## src/rtl/mirr_pkg.sv

```systemverilog
// Package: shared constants, types and the CRC-16/MODBUS byte update.
`timescale 1ns / 1ps
package mirr_pkg;

    // input opcodes
    localparam logic [1:0] OP_START = 2'd0;
    localparam logic [1:0] OP_BYTE  = 2'd1;
    localparam logic [1:0] OP_TICK  = 2'd2;

    // result kinds
    localparam logic KIND_TX   = 1'b0;
    localparam logic KIND_DONE = 1'b1;

    // error codes
    localparam logic [1:0] ERR_NONE    = 2'd0;
    localparam logic [1:0] ERR_TIMEOUT = 2'd1;
    localparam logic [1:0] ERR_CRC     = 2'd2;
    localparam logic [1:0] ERR_HEADER  = 2'd3;

    // configuration register indexes
    localparam logic [1:0] CFG_DEV_ADDR  = 2'd0;
    localparam logic [1:0] CFG_START_REG = 2'd1;
    localparam logic [1:0] CFG_REG_COUNT = 2'd2;
    localparam logic [1:0] CFG_TIMEOUT   = 2'd3;

    localparam logic [7:0]  RST_DEV_ADDR  = 8'd1;
    localparam logic [15:0] RST_START_REG = 16'd1;
    localparam logic [15:0] RST_REG_COUNT = 16'd2;
    localparam logic [15:0] RST_TIMEOUT   = 16'd300;

    localparam logic [7:0]  FUNC_READ_INPUT  = 8'h04;
    localparam logic [7:0]  REPLY_BYTE_COUNT = 8'd4;
    localparam logic [15:0] CRC_INIT         = 16'hFFFF;
    localparam logic [15:0] CRC_POLY         = 16'hA001;
    localparam logic [15:0] TICKS_MAX        = 16'hFFFF;

    typedef struct packed {
        logic [7:0]  dev_addr;
        logic [15:0] start_reg;
        logic [15:0] reg_count;
        logic [15:0] timeout;
    } t_cfg;

    // one queue entry: either "send the request" or a finished transaction
    typedef struct packed {
        logic               is_done;
        logic               success;
        logic [1:0]         err;
        logic signed [15:0] temp;
        logic [15:0]        hum;
    } t_cmd;

    function automatic logic [15:0] crc_update(input logic [15:0] crc, input logic [7:0] data);
        logic [15:0] c;
        c = crc ^ {8'h00, data};
        for (int k = 0; k < 8; k++) begin
            if (c[0]) begin
                c = (c >> 1) ^ CRC_POLY;
            end else begin
                c = c >> 1;
            end
        end
        return c;
    endfunction

endpackage

```

## src/rtl/mirr_in_if.sv

```systemverilog
// Interface: input item channel (opcode and received byte).
`timescale 1ns / 1ps
interface mirr_in_if;
    logic       valid;
    logic       ready;
    logic [1:0] opcode;
    logic [7:0] rx_byte;

    modport source (output valid, output opcode, output rx_byte, input ready);
    modport sink   (input valid, input opcode, input rx_byte, output ready);
endinterface

```

## src/rtl/mirr_out_if.sv

```systemverilog
// Interface: result channel (transmit bytes and transaction status).
`timescale 1ns / 1ps
interface mirr_out_if;
    logic               valid;
    logic               ready;
    logic               result_kind;
    logic [7:0]         tx_byte;
    logic               last_of_run;
    logic               success;
    logic [1:0]         error_code;
    logic signed [15:0] temperature_tenths;
    logic [15:0]        humidity_tenths;

    modport source (output valid, output result_kind, output tx_byte, output last_of_run,
                    output success, output error_code, output temperature_tenths,
                    output humidity_tenths, input ready);
    modport sink   (input valid, input result_kind, input tx_byte, input last_of_run,
                    input success, input error_code, input temperature_tenths,
                    input humidity_tenths, output ready);
endinterface

```

## src/rtl/mirr_front.sv

```systemverilog
// Front end: accepts items, tracks the transaction and queues commands.
`timescale 1ns / 1ps
module mirr_front import mirr_pkg::*; (
    input  logic   i_clk,
    input  logic   i_rst_n,
    mirr_in_if.sink i_item,
    input  t_cfg   i_cfg,
    input  logic   i_q_full,
    output logic   o_q_push,
    output t_cmd   o_q_cmd
);

    localparam logic [3:0] LAST_RX   = 4'd8;  // ninth reply byte closes the frame
    localparam logic [3:0] CRC_BYTES = 4'd7;

    logic        r_busy, n_busy;
    logic [3:0]  r_cnt, n_cnt;
    logic [15:0] r_crc, n_crc;
    logic [15:0] r_elapsed, n_elapsed;
    logic [7:0]  r_bytes [0:7];

    logic        w_acc;
    logic        w_store;
    logic [15:0] w_rx_crc;
    logic [15:0] w_el_inc;
    logic        w_hdr_ok;

    assign i_item.ready = !i_q_full;
    assign w_acc        = i_item.valid && i_item.ready;

    assign w_rx_crc = {i_item.rx_byte, r_bytes[7]};
    assign w_el_inc = (r_elapsed == TICKS_MAX) ? r_elapsed : r_elapsed + 16'd1;
    assign w_hdr_ok = (r_bytes[0] == i_cfg.dev_addr) && (r_bytes[1] == FUNC_READ_INPUT)
                   && (r_bytes[2] == REPLY_BYTE_COUNT);
    assign w_store  = w_acc && (i_item.opcode == OP_BYTE) && r_busy && (r_cnt != LAST_RX);

    always_comb begin
        n_busy    = r_busy;
        n_cnt     = r_cnt;
        n_crc     = r_crc;
        n_elapsed = r_elapsed;
        o_q_push  = 1'b0;
        o_q_cmd   = '0;
        if (w_acc) begin
            unique case (i_item.opcode)
                OP_START: begin
                    if (!r_busy) begin
                        o_q_push  = 1'b1;
                        n_busy    = 1'b1;
                        n_cnt     = '0;
                        n_crc     = CRC_INIT;
                        n_elapsed = '0;
                    end
                end
                OP_BYTE: begin
                    if (r_busy) begin
                        if (r_cnt == LAST_RX) begin
                            o_q_push        = 1'b1;
                            o_q_cmd.is_done = 1'b1;
                            n_busy          = 1'b0;
                            n_cnt           = r_cnt + 4'd1;
                            if (w_rx_crc != r_crc) begin
                                o_q_cmd.err = ERR_CRC;
                            end else if (!w_hdr_ok) begin
                                o_q_cmd.err = ERR_HEADER;
                            end else begin
                                o_q_cmd.success = 1'b1;
                                o_q_cmd.err     = ERR_NONE;
                                o_q_cmd.temp    = $signed({r_bytes[3], r_bytes[4]});
                                o_q_cmd.hum     = {r_bytes[5], r_bytes[6]};
                            end
                        end else begin
                            if (r_cnt < CRC_BYTES) begin
                                n_crc = crc_update(r_crc, i_item.rx_byte);
                            end
                            n_cnt = r_cnt + 4'd1;
                        end
                    end
                end
                OP_TICK: begin
                    if (r_busy) begin
                        n_elapsed = w_el_inc;
                        if (w_el_inc >= i_cfg.timeout) begin
                            o_q_push        = 1'b1;
                            o_q_cmd.is_done = 1'b1;
                            o_q_cmd.err     = ERR_TIMEOUT;
                            n_busy          = 1'b0;
                        end
                    end
                end
                default: ;
            endcase
        end
    end

    always_ff @(posedge i_clk) begin
        if (!i_rst_n) begin
            r_busy    <= 1'b0;
            r_cnt     <= '0;
            r_crc     <= CRC_INIT;
            r_elapsed <= '0;
        end else begin
            r_busy    <= n_busy;
            r_cnt     <= n_cnt;
            r_crc     <= n_crc;
            r_elapsed <= n_elapsed;
        end
    end

    always_ff @(posedge i_clk) begin
        if (w_store) begin
            r_bytes[r_cnt[2:0]] <= i_item.rx_byte;
        end
    end

endmodule

```

## src/rtl/mirr_fifo.sv

```systemverilog
// Command queue between front end and back end.
`timescale 1ns / 1ps
module mirr_fifo import mirr_pkg::*; #(
    parameter int DEPTH = 4
) (
    input  logic i_clk,
    input  logic i_rst_n,
    input  logic i_push,
    input  t_cmd i_cmd,
    input  logic i_pop,
    output logic o_full,
    output logic o_valid,
    output t_cmd o_cmd
);

    localparam int AW = (DEPTH > 1) ? $clog2(DEPTH) : 1;
    localparam int CW = $clog2(DEPTH + 1);

    t_cmd           r_mem [0:DEPTH-1];
    logic [AW-1:0]  r_wp, r_rp;
    logic [CW-1:0]  r_count;
    logic           w_push, w_pop;

    assign o_full  = (r_count == CW'(DEPTH));
    assign o_valid = (r_count != '0);
    assign o_cmd   = r_mem[r_rp];
    assign w_push  = i_push && !o_full;
    assign w_pop   = i_pop && o_valid;

    always_ff @(posedge i_clk) begin
        if (!i_rst_n) begin
            r_wp    <= '0;
            r_rp    <= '0;
            r_count <= '0;
        end else begin
            if (w_push) begin
                r_wp <= (r_wp == AW'(DEPTH - 1)) ? '0 : r_wp + AW'(1);
            end
            if (w_pop) begin
                r_rp <= (r_rp == AW'(DEPTH - 1)) ? '0 : r_rp + AW'(1);
            end
            if (w_push && !w_pop) begin
                r_count <= r_count + CW'(1);
            end else if (w_pop && !w_push) begin
                r_count <= r_count - CW'(1);
            end
        end
    end

    always_ff @(posedge i_clk) begin
        if (w_push) begin
            r_mem[r_wp] <= i_cmd;
        end
    end

endmodule

```

## src/rtl/mirr_back.sv

```systemverilog
// Back end: turns queued commands into result beats through an output register.
`timescale 1ns / 1ps
module mirr_back import mirr_pkg::*; (
    input  logic i_clk,
    input  logic i_rst_n,
    input  t_cfg i_cfg,
    input  logic i_q_valid,
    input  t_cmd i_q_cmd,
    output logic o_q_pop,
    mirr_out_if.source o_rsp
);

    localparam logic [2:0] REQ_LAST      = 3'd7;
    localparam logic [2:0] REQ_CRC_BYTES = 3'd6;

    logic [2:0]         r_idx;
    logic [15:0]        r_crc;
    logic               r_valid;
    logic               r_kind;
    logic [7:0]         r_tx;
    logic               r_last;
    logic               r_success;
    logic [1:0]         r_err;
    logic signed [15:0] r_temp;
    logic [15:0]        r_hum;

    logic               w_load;
    logic [7:0]         w_byte;

    assign w_load  = i_q_valid && (!r_valid || o_rsp.ready);
    assign o_q_pop = w_load && (i_q_cmd.is_done || (r_idx == REQ_LAST));

    always_comb begin
        unique case (r_idx)
            3'd0:    w_byte = i_cfg.dev_addr;
            3'd1:    w_byte = FUNC_READ_INPUT;
            3'd2:    w_byte = i_cfg.start_reg[15:8];
            3'd3:    w_byte = i_cfg.start_reg[7:0];
            3'd4:    w_byte = i_cfg.reg_count[15:8];
            3'd5:    w_byte = i_cfg.reg_count[7:0];
            3'd6:    w_byte = r_crc[7:0];
            default: w_byte = r_crc[15:8];
        endcase
    end

    always_ff @(posedge i_clk) begin
        if (!i_rst_n) begin
            r_idx   <= '0;
            r_crc   <= CRC_INIT;
            r_valid <= 1'b0;
        end else begin
            if (w_load) begin
                r_valid <= 1'b1;
            end else if (o_rsp.ready) begin
                r_valid <= 1'b0;
            end
            // request CRC is built one byte per beat as the bytes go out
            if (w_load && !i_q_cmd.is_done) begin
                r_idx <= r_idx + 3'd1;
                if (r_idx == REQ_LAST) begin
                    r_crc <= CRC_INIT;
                end else if (r_idx < REQ_CRC_BYTES) begin
                    r_crc <= crc_update(r_crc, w_byte);
                end
            end
        end
    end

    always_ff @(posedge i_clk) begin
        if (w_load) begin
            if (i_q_cmd.is_done) begin
                r_kind    <= KIND_DONE;
                r_tx      <= '0;
                r_last    <= 1'b0;
                r_success <= i_q_cmd.success;
                r_err     <= i_q_cmd.err;
                r_temp    <= i_q_cmd.temp;
                r_hum     <= i_q_cmd.hum;
            end else begin
                r_kind    <= KIND_TX;
                r_tx      <= w_byte;
                r_last    <= (r_idx == REQ_LAST);
                r_success <= 1'b0;
                r_err     <= ERR_NONE;
                r_temp    <= '0;
                r_hum     <= '0;
            end
        end
    end

    assign o_rsp.valid              = r_valid;
    assign o_rsp.result_kind        = r_kind;
    assign o_rsp.tx_byte            = r_tx;
    assign o_rsp.last_of_run        = r_last;
    assign o_rsp.success            = r_success;
    assign o_rsp.error_code         = r_err;
    assign o_rsp.temperature_tenths = r_temp;
    assign o_rsp.humidity_tenths    = r_hum;

endmodule

```

## src/rtl/modbus_input_register_reader_unit.sv

```systemverilog
// Top level: Modbus RTU read-input-registers master with config registers.
//
// Input channel i_item carries one opcode per beat: start, received byte or
// millisecond tick. Output channel o_rsp carries result beats: eight transmit
// bytes per request (last_of_run on the eighth, CRC low byte then high byte)
// and one done beat per transaction with success, error code and, on
// success, raw temperature and humidity in tenths.
// Config: i_cfg_we writes i_cfg_wdata into register i_cfg_idx
// (0 device address, 1 start register, 2 register count, 3 timeout ticks).
// A result passes through the command queue, written at the accepting edge,
// then the output register, loaded when it is empty or its beat is taken.
// Throughput: one item per cycle on the input side while the queue is not
// full; one beat per cycle on the output side while the receiver is ready.
// The request CRC is formed one byte per beat in the back end, the reply
// CRC one byte per item in the front end.
// When the receiver stalls, the output register holds its beat, the queue
// of P_QDEPTH commands fills, and i_item.ready drops only when it is full.
// Synchronous reset returns to idle, empties the queue and loads default
// config (address 1, start 1, count 2, timeout 300).
`timescale 1ns / 1ps
module modbus_input_register_reader_unit import mirr_pkg::*; #(
    parameter int P_QDEPTH = 4
) (
    input  logic        i_clk,
    input  logic        i_rst_n,
    mirr_in_if.sink     i_item,
    mirr_out_if.source  o_rsp,
    input  logic        i_cfg_we,
    input  logic [1:0]  i_cfg_idx,
    input  logic [15:0] i_cfg_wdata
);

    t_cfg r_cfg;
    logic w_q_full, w_q_push, w_q_pop, w_q_valid;
    t_cmd w_push_cmd, w_head_cmd;

    always_ff @(posedge i_clk) begin
        if (!i_rst_n) begin
            r_cfg.dev_addr  <= RST_DEV_ADDR;
            r_cfg.start_reg <= RST_START_REG;
            r_cfg.reg_count <= RST_REG_COUNT;
            r_cfg.timeout   <= RST_TIMEOUT;
        end else if (i_cfg_we) begin
            unique case (i_cfg_idx)
                CFG_DEV_ADDR:  r_cfg.dev_addr  <= i_cfg_wdata[7:0];
                CFG_START_REG: r_cfg.start_reg <= i_cfg_wdata;
                CFG_REG_COUNT: r_cfg.reg_count <= i_cfg_wdata;
                CFG_TIMEOUT:   r_cfg.timeout   <= i_cfg_wdata;
                default: ;
            endcase
        end
    end

    mirr_front u_front (
        .i_clk    (i_clk),
        .i_rst_n  (i_rst_n),
        .i_item   (i_item),
        .i_cfg    (r_cfg),
        .i_q_full (w_q_full),
        .o_q_push (w_q_push),
        .o_q_cmd  (w_push_cmd)
    );

    mirr_fifo #(.DEPTH(P_QDEPTH)) u_fifo (
        .i_clk   (i_clk),
        .i_rst_n (i_rst_n),
        .i_push  (w_q_push),
        .i_cmd   (w_push_cmd),
        .i_pop   (w_q_pop),
        .o_full  (w_q_full),
        .o_valid (w_q_valid),
        .o_cmd   (w_head_cmd)
    );

    mirr_back u_back (
        .i_clk     (i_clk),
        .i_rst_n   (i_rst_n),
        .i_cfg     (r_cfg),
        .i_q_valid (w_q_valid),
        .i_q_cmd   (w_head_cmd),
        .o_q_pop   (w_q_pop),
        .o_rsp     (o_rsp)
    );

endmodule

```

## src/flat_wrapper.sv

```systemverilog
// flat-port wrapper written by rule: the top's interface ports become plain ports
module modbus_input_register_reader_unit_flat import mirr_pkg::*;
#(
    parameter int P_QDEPTH = 4
)
  (i_clk, i_rst_n, i_cfg_we, i_cfg_idx, i_cfg_wdata, i_item_valid, i_item_opcode, i_item_rx_byte, i_item_ready, o_rsp_valid, o_rsp_result_kind, o_rsp_tx_byte, o_rsp_last_of_run, o_rsp_success, o_rsp_error_code, o_rsp_temperature_tenths, o_rsp_humidity_tenths, o_rsp_ready);
  mirr_in_if i_item_i ();
  mirr_out_if o_rsp_i ();
  input  logic i_clk;
  input  logic i_rst_n;
  input  logic i_cfg_we;
  input  logic [1:0] i_cfg_idx;
  input  logic [15:0] i_cfg_wdata;
  input wire logic [$bits(i_item_i.valid)-1:0] i_item_valid;
  input wire logic [$bits(i_item_i.opcode)-1:0] i_item_opcode;
  input wire logic [$bits(i_item_i.rx_byte)-1:0] i_item_rx_byte;
  output wire logic [$bits(i_item_i.ready)-1:0] i_item_ready;
  output wire logic [$bits(o_rsp_i.valid)-1:0] o_rsp_valid;
  output wire logic [$bits(o_rsp_i.result_kind)-1:0] o_rsp_result_kind;
  output wire logic [$bits(o_rsp_i.tx_byte)-1:0] o_rsp_tx_byte;
  output wire logic [$bits(o_rsp_i.last_of_run)-1:0] o_rsp_last_of_run;
  output wire logic [$bits(o_rsp_i.success)-1:0] o_rsp_success;
  output wire logic [$bits(o_rsp_i.error_code)-1:0] o_rsp_error_code;
  output wire logic [$bits(o_rsp_i.temperature_tenths)-1:0] o_rsp_temperature_tenths;
  output wire logic [$bits(o_rsp_i.humidity_tenths)-1:0] o_rsp_humidity_tenths;
  input wire logic [$bits(o_rsp_i.ready)-1:0] o_rsp_ready;
  assign i_item_i.valid = i_item_valid;
  assign i_item_i.opcode = i_item_opcode;
  assign i_item_i.rx_byte = i_item_rx_byte;
  assign i_item_ready = i_item_i.ready;
  assign o_rsp_valid = o_rsp_i.valid;
  assign o_rsp_result_kind = o_rsp_i.result_kind;
  assign o_rsp_tx_byte = o_rsp_i.tx_byte;
  assign o_rsp_last_of_run = o_rsp_i.last_of_run;
  assign o_rsp_success = o_rsp_i.success;
  assign o_rsp_error_code = o_rsp_i.error_code;
  assign o_rsp_temperature_tenths = o_rsp_i.temperature_tenths;
  assign o_rsp_humidity_tenths = o_rsp_i.humidity_tenths;
  assign o_rsp_i.ready = o_rsp_ready;
  modbus_input_register_reader_unit #(.P_QDEPTH(P_QDEPTH)) u_core (.i_clk(i_clk), .i_rst_n(i_rst_n), .i_item(i_item_i), .o_rsp(o_rsp_i), .i_cfg_we(i_cfg_we), .i_cfg_idx(i_cfg_idx), .i_cfg_wdata(i_cfg_wdata));
endmodule
```

## config.mk

```make
export PLATFORM = sky130hd
export DESIGN_NAME = modbus_input_register_reader_unit_flat
export DESIGN_NICKNAME = d
export VERILOG_FILES = /design/src/rtl/mirr_pkg.sv /design/src/rtl/mirr_in_if.sv /design/src/rtl/mirr_out_if.sv /design/src/rtl/mirr_front.sv /design/src/rtl/mirr_fifo.sv /design/src/rtl/mirr_back.sv /design/src/rtl/modbus_input_register_reader_unit.sv /design/src/flat_wrapper.sv
export SDC_FILE = /design/constraint.sdc
export NUM_CORES = 1
export LEC_CHECK = 0
export ABC_AREA = 1
export BUFFER_PORTS_ARGS = -buffer_cell sky130_fd_sc_hd__buf_2
export CAP_MARGIN = 40
export CORE_MARGIN = 1.5
export CORE_UTILIZATION = 54
export DETAILED_ROUTE_END_ITERATION = 7
export PLACE_DENSITY = 0.7
export SLEW_MARGIN = 20
export SYNTH_ARGS = -nofsm -noshare
export SYNTH_HDL_FRONTEND = slang
export SYNTH_HIERARCHICAL = 1
export SYNTH_SLANG_ARGS = --single-unit
```

## constraint.sdc

```tcl
create_clock -name i_clk -period 13.3 [get_ports i_clk]
set_input_delay 1.33 -clock i_clk [delete_from_list [all_inputs] [get_ports i_clk]]
set_output_delay 1.33 -clock i_clk [all_outputs]
set_load 0.005 [all_outputs]
```

**Word level (Yosys, flattened, before mapping)**

Memories as Yosys holds them, arrays and structs flattened. A register that Yosys moved wholly into a read port is not among the register bits.
Cells that the tools add are included.

- Add/subtract/negate cells: 7
- Div/mod/pow operators: 0
- Bitwise gates (word level): 18
- Reductions and logical operators: 39
- Equal/unequal tests: 27
- $mul: 0
- Shifts and indexed selects: 0
- Order comparisons: 3
- Mux-type cells: 134

Operator list:

| cell | count |
|---|---|
| 16-bit two-way mux | 88 |
| 36-bit two-way mux | 3 |
| 32-bit two-way mux | 3 |
| 16-bit one-hot mux with 2 select lines | 2 |
| 8-bit one-hot mux with 7 select lines | 1 |
| 2-bit NOT with 3-bit output | 16 |
| 16-bit by 8-bit XOR with 16-bit output | 2 |
| 1-bit two-way mux | 22 |
| 16-bit by 1-bit adder with 16-bit output, second input constant | 1 |
| 16-bit equality test, second input constant | 1 |
| 8-bit by 3-bit equality test with 1-bit output, second input constant | 2 |
| 16-bit greater-or-equal comparator | 1 |
| 16-bit inequality test | 1 |
| 3-bit equality test, second input constant | 5 |
| 1-bit logical AND | 13 |
| 2-bit two-way mux | 6 |
| 2-bit AND reduction | 6 |
| 2-bit equality test, second input constant | 5 |
| 2-bit nonzero test | 5 |
| 8-bit equality test | 1 |
| 4-bit two-way mux | 2 |
| 2-bit inequality test, second input constant | 4 |
| 4-bit one-hot mux with 2 select lines | 1 |
| 4-bit AND reduction | 2 |
| 22 further kinds | 35 |

- RAM bits: 208
- Output and inout port bits: 47
- Memory bits (read-only): 0
- Word-level logic and storage cells: 251
- Register bits after elaboration: 165
- Memories kept: 2
- Input port bits: 33
- Latch bits: 0

Memory list:

| memory | words | bits a word | read ports | clocked after memory_dff | wr ports | line | text |
|---|---|---|---|---|---|---|---|
| u_core.u_fifo.r_mem | 4 | 36 | 1 | 1 | 1 | mirr_fifo.sv:19 | `t_cmd r_mem [0:DEPTH-1];` |
| u_core.u_front.r_bytes | 8 | 8 | 8 | 0 | 1 | mirr_front.sv:20 | `logic [7:0] r_bytes [0:7];` |

**Depth between registers and ports, before layout**

- Depth after elaboration: 56
- Depth in mapped cells: 31
- Depth with buffers taken out: 31

**Cells and area by module**

Netlist, hierarchy kept.

By module, submodules not included:

| module | instances | area an instance (sq um) | cells an instance |
|---|---|---|---|
| mirr_fifo | 1 | 5864.4 | 419 |
| mirr_front | 1 | 5355.1 | 632 |
| mirr_back | 1 | 3515.9 | 453 |
| modbus_input_register_reader_unit | 1 | 2275.9 | 348 |

**Worst setup path after synthesis**

Ideal clock, no wire load.

- Kind: register to register
- Start: register u_core.u_front.r_elapsed[0]
- End: memory u_core/u_fifo/r_mem[0][0] in the netlist's numbering (enable)
- Arrival: 4.058 ns
- Required time: 12.871 ns
- Slack: 8.812 ns
- Library setup time: 0.429 ns
- Cell stages (with the launch flop): 21
- Path through: dfxtp_1 -> ha_1 -> nand2_1 -> inv_1 -> nand2_2 -> nor3_4 -> nand4_4 -> nand2_1 -> nor2_1 -> xor2_1 -> ha_1 -> nand4_1 -> nor3_1 -> nand2_1 -> nand3_1 -> nand3_1 -> nand3_1 -> nand2_1 -> inv_1 -> nand2_2 -> nor2_1

- Word-level cells in the longest chain between the ends: 10
- Elaborated cells between the ends (all ways): 11

RTL lines:

| item | line | text |
|---|---|---|
| start: declaration | mirr_front.sv:19 | `logic [15:0] r_elapsed, n_elapsed;` |
| start signal: assignment | mirr_front.sv:106 | `r_elapsed <= n_elapsed;` |
| 16-bit by 1-bit adder with 16-bit output or 16-bit equality test (tied branches) | mirr_front.sv:32 | `assign w_el_inc = (r_elapsed == TICKS_MAX) ? r_elapsed : r_elapsed + 16'd1;` |
| 16-bit two-way mux * | mirr_front.sv:32 |  |
| 16-bit greater-or-equal comparator * | mirr_front.sv:83 | `if (w_el_inc >= i_cfg.timeout) begin` |
| 1-bit two-way mux * | mirr_front.sv:83 |  |
| 1-bit two-way mux * | mirr_front.sv:81 | `if (r_busy) begin` |
| 1-bit one-hot mux with 3 select lines * | mirr_front.sv:45 | `unique case (i_item.opcode)` |
| 1-bit two-way mux * | mirr_front.sv:44 | `if (w_acc) begin` |
| named net u_core.w_q_push | modbus_input_register_reader_unit.sv:34 | `logic w_q_full, w_q_push, w_q_pop, w_q_valid;` |
| 1-bit logical AND * | mirr_fifo.sv:27 | `assign w_push = i_push && !o_full;` |
| 1-bit two-way mux * | mirr_fifo.sv:51 | `if (w_push) begin` |
| 1-bit two-way mux (not written as such) * | mirr_fifo.sv:52 | `r_mem[r_wp] <= i_cmd;` |
| end: declaration | mirr_fifo.sv:19 |  |

Mark *: on every way through the listed nets, which the timed path passes. The rest lies on a longest branch.

**Worst setup path after layout**

- Start: register u_core.u_front.r_elapsed[0]
- End: register u_core.u_fifo.r_count[2]

- Word-level cells in the longest chain between the ends: 11
- Elaborated cells between the ends (all ways): 14

RTL lines:

| item | line | text |
|---|---|---|
| 16-bit by 1-bit adder with 16-bit output or 16-bit equality test (tied branches) | mirr_front.sv:32 |  |
| 16-bit two-way mux * | mirr_front.sv:32 |  |
| 16-bit greater-or-equal comparator * | mirr_front.sv:83 |  |
| 1-bit two-way mux * | mirr_front.sv:83 |  |
| 1-bit two-way mux * | mirr_front.sv:81 |  |
| 1-bit one-hot mux with 3 select lines * | mirr_front.sv:45 |  |
| 1-bit two-way mux * | mirr_front.sv:44 |  |
| named net u_core.w_q_push | modbus_input_register_reader_unit.sv:34 |  |
| 1-bit logical AND * | mirr_fifo.sv:27 |  |
| named net u_core.u_fifo.w_push | mirr_fifo.sv:22 | `logic w_push, w_pop;` |
| 1-bit logical NOT | mirr_fifo.sv:44 | `end else if (w_pop && !w_push) begin` |
| 1-bit logical AND | mirr_fifo.sv:44 |  |
| 2-bit nonzero test (no line) | n/a |  |
| end signal: assignment | mirr_fifo.sv:43 | `r_count <= r_count + CW'(1);` |
| end signal: assignment | mirr_fifo.sv:45 | `r_count <= r_count - CW'(1);` |
| end: declaration | mirr_fifo.sv:21 | `logic [CW-1:0] r_count;` |

Marks and branches as above.
A chain may end at the register's enable or synchronous reset.

==> reports/qor.log <==
qor: clock_tree.cts_num_sinks 375
qor: clock_tree.cts_tree done
qor: detailed_routing.antenna_left 0
qor: synth.postSynthAreaPerCell 9.19 um2
qor: run.maxCapViolations 0
qor: setup_path.cp_top_family simple AND/OR/NAND/NOR gates
qor: sta.fmax 0.240 GHz
qor: power_and_ir_drop.power 2810 uW
qor: clock_tree.tritoncts.num_buffers 39
qor: synth.seq_area_frac_synth 59.0%
qor: sta.timing.final.crit_share 31.3%
qor: setup_path.cp_data_required_time 13.76 ns
qor: sta.finalHoldViolations 0
qor: detailed_routing.first_iter_violations 931
qor: global_routing.grt_util_all_layers 22.8%
qor: detailed_routing.detail_route.drc_violations 0
qor: hold_path.source_of_the_worst_hold_timing_path u_core/r_cfg[17]$_SDFFE_PN1P_
qor: clock_tree.cts_max_path_buffers 3
qor: sta.fin_worst_hold_slack 0.465 ns
qor: sta.final_layout_setup_total_negative_slack 0 ns
qor: floorplan.io-pin-count 80
qor: global_routing.total_congestion_overflow 0
qor: sta.grt_setup_unrepaired false
qor: clock_tree.clk_latency 0.54 ns
qor: setup_path.arrival 4.63 ns
qor: synth.yosys_register_bits 375
qor: clock_tree.cts.hold.buffers_added 0
qor: setup_path.end_kind register
qor: setup_path.critical-path-max-stage-delay 0.40 ns
qor: layout.synth_to_layout_area_growth 11.7%
qor: setup_path.cell_with_the_largest_stage_delay_on_the_worst_path dfxtp_1
qor: layout.layoutNonFillerInstCount 2350
qor: place.routability_congestion 0.852
qor: setup_path.critical_path.reg2reg.startpoint u_core/u_front/r_elapsed[0]$_SDFFE_PN0P_
qor: floorplan.floorplan.die_area 32600 um2
qor: floorplan.row_count 64
qor: place.place_inst 2277
qor: power_and_ir_drop.cellLeakagePower 0.00836 uW
qor: clock_tree.cts.repair.resized 0
qor: setup_path.cp_max_fo 7
qor: global_routing.grt_start_max_net_pins 81
qor: synth.syn_inst 1852
qor: layout.antennaDiodeCount 0
qor: detailed_routing.drt_first_pass_iters 5
qor: setup_path.crit_top_cell nand2_1
qor: synth.synthesis.yosys.warnings 6
qor: setup_path.crit_path_start u_core/u_front/r_elapsed[0]$_SDFFE_PN0P_
qor: detailed_routing.drt-vias-per-instance 5.28
qor: synth.leading_register_cell_type_out_of_synthesis edfxtp_1
qor: layout.fin_nets 1993
qor: global_routing.first_global_vias 11713
qor: status.run_status finished, final reports clean
qor: setup_path.reg2reg_setup_slack 9.13 ns
qor: detailed_routing.dr_total_vias 12409
qor: synth.syn-num-nets 1921
qor: place.port_buffers 79
qor: setup_path.critPathKind register to register
qor: clock_tree.clkTransAtPathRegs 0.06 ns
qor: power_and_ir_drop.power.density 148 nW/um2
qor: hold_path.worst_hold_path_type register to register
qor: layout.final_layout_size_suffix_gt1_share 10.6%
qor: synth.postSynth.asyncResetShare 0%
qor: synth.syn-cell-area 17000 um2
qor: clock_tree.cts_setup_buffers 0
qor: sta.timing.final.max_slew_violations 0
qor: detailed_routing.postRouteWirelength 36900 um
qor: setup_path.start_kind register
qor: detailed_routing.wire_per_inst 15.7 um
qor: sta.maxSlewHeadroom 42.3%
qor: setup_path.timing.critical_path.buf_inv 6
qor: sta.transition_time_at_the_pin_with_the_least_slew_margin 0.862 ns
qor: global_routing.grt_antenna_before_repair 0
qor: power_and_ir_drop.ir_drop 0.000100 V
qor: floorplan.core_area 30800 um2
qor: floorplan.die-height 180 um
qor: floorplan.floorplan.initialDensity 55.2%
qor: clock_tree.clock_tree.root_cell clkbuf_16
qor: place.hpwlAfterDp 23500 um
qor: sta.clock-skew-final 0.0240 ns
qor: synth.post_synth_num_cell_types 42
qor: sta.finalWorstPathRequiredPeriod 4.17 ns
qor: global_routing.grt_first_pass_wirelength 59800 um
qor: floorplan.die_width 180 um
qor: synth.synth-edff-count 253
qor: clock_tree.h-tree-depth 2
qor: sta.final-setup-viol-count 0
state kept, by name (all words and copies together), names as in the netlist, named ones only:
register / count
u_core/u_back/o_rsp.valid: 1
u_core/u_front/r_busy: 1
u_core/u_back/o_rsp.success: 1
u_core/u_fifo/r_mem: 144
u_core/u_back/o_rsp.humidity_tenths: 16
u_core/u_front/r_elapsed: 16
u_core/r_cfg: 56
u_core/u_front/r_cnt: 4
u_core/u_back/o_rsp.temperature_tenths: 16
u_core/u_back/r_crc: 16
u_core/u_fifo/r_wp: 2
u_core/u_back/o_rsp.result_kind: 1
u_core/u_back/o_rsp.last_of_run: 1
u_core/u_front/r_bytes: 64
u_core/u_back/o_rsp.error_code: 2
u_core/u_back/r_idx: 3
u_core/u_front/r_crc: 16
u_core/u_back/o_rsp.tx_byte: 8
u_core/u_fifo/r_rp: 2
u_core/u_fifo/r_count: 3
worst paths after layout:
kind                                                         endpoint  cells after the start
worst max-delay path            u_core/u_fifo/r_count[2]$_SDFFE_PN0P_                     30
worst max register to register  u_core/u_fifo/r_count[2]$_SDFFE_PN0P_                     30
worst min register to register          u_core/r_cfg[17]$_SDFFE_PN1P_                      2
worst min-delay path                    u_core/r_cfg[17]$_SDFFE_PN1P_                      2
final cells by class:
class	instances	area [um2]
Clock buffer	47	1010
Clock inverter	24	256
Fill cell	2535	11800
Inverter	252	955
Multi-Input combinational cell	1158	5650
Sequential cell	375	10000
Tap cell	396	495
Timing Repair Buffer	98	596
tightest hold or removal path: cells and delay by family (launching register included):
family / cells / cell delay, ns
flip-flops: 1 / 0.33
AND/OR/NAND/NOR: 2 / 0.11
logic make-up (layout without fill, tap and decap cells):
kind of cell | Yosys count | in the layout | synth area share, %
DFF | 375 | 375 | 59.0
and+or+nand+nor | 838 | 838 | 20.3
buffers and inverters | 319 | 421 | 8.08
AOI/OAI and AO/OA | 248 | 248 | 8.05
xor gates and xnor gates | 36 | 36 | 1.85
adders and majority gates | 36 | 36 | 2.69
power breakdown:
part,switching [uW],internal (uW)
Combinational,276,131
Sequential,30.5,1300
Clock,446,623
cell usage after synthesis, types with 2 or more instances:
master | instances | share of area [%]
a21oi_1 | 67 | 2.0
buf_1 | 6 | 0.13
buf_2 | 26 | 0.76
buf_4 | 8 | 0.35
buf_6 | 14 | 0.93
clkbuf_1 | 13 | 0.29
dfxtp_1 | 122 | 14
edfxtp_1 | 253 | 45
ha_1 | 35 | 2.6
inv_1 | 244 | 5.4
inv_2 | 5 | 0.11
nand2_1 | 405 | 8.9
nand2_2 | 19 | 0.70
nand3_1 | 90 | 2.6
nand3_2 | 3 | 0.18
nand4_1 | 10 | 0.37
nor2_1 | 278 | 6.1
nor2_2 | 7 | 0.26
nor3_1 | 12 | 0.35
nor4_1 | 8 | 0.29
o211ai_1 | 12 | 0.53
o21a_1 | 2 | 0.088
o21ai_0 | 57 | 1.7
o21ai_1 | 60 | 1.8
o21ai_2 | 2 | 0.10
o221ai_1 | 8 | 0.41
o22ai_1 | 37 | 1.4
xnor2_1 | 17 | 0.88
xor2_1 | 19 | 0.98
metal layers:
| metal | global-route usage (%) | vias up | share of wire, % |
|---|---|---|---|
| met4 | 7.36 | 0 | 2.5 |
| met5 | 0 | - | 0 |
| met3 | 2.81 | 53 | 5.0 |
| met1 | 31.4 | 5804 | 46 |
| met2 | 37.9 | 354 | 47 |
| li1 | - | 6198 | - |
stage by stage:
step	setup slack (ns)	utilization [%]	instance area [um2]
3_3_place_gp	9.30	57.1	17600
3_5_place_dp	9.17	57.4	17700
6_report	9.13	61.6	19000
4_1_cts	9.15	61.5	19000
2_1_floorplan	8.81	-	17000
5_1_grt	8.74	61.6	19000
placed cells by master, fill, tap and decap left out, types with 3 or more instances in the layout:
cell type | synthesis | final
nor2_2 | 7 | 7
dfxtp_1 | 122 | 121
nand4_1 | 10 | 10
buf_2 | 26 | 80
nor4_1 | 8 | 8
nand2_1 | 405 | 405
o21ai_0 | 57 | 57
a21oi_1 | 67 | 67
nand2_2 | 19 | 19
buf_4 | 8 | 13
inv_1 | 244 | 243
xor2_1 | 19 | 19
edfxtp_1 | 253 | 253
o22ai_1 | 37 | 36
clkbuf_16 | 0 | 39
o21ai_1 | 60 | 60
ha_1 | 35 | 35
clkbuf_1 | 13 | 8
nor3_1 | 12 | 11
inv_2 | 5 | 6
nand3_2 | 3 | 3
nand3_1 | 90 | 90
o211ai_1 | 12 | 12
xnor2_1 | 17 | 17
clkinv_2 | 1 | 9
nor2_4 | 0 | 4
bufinv_16 | 0 | 4
nor2_1 | 278 | 274
o221ai_1 | 8 | 8
clkinv_1 | 0 | 7
Note: power is estimated with default switching activity, not from simulation.
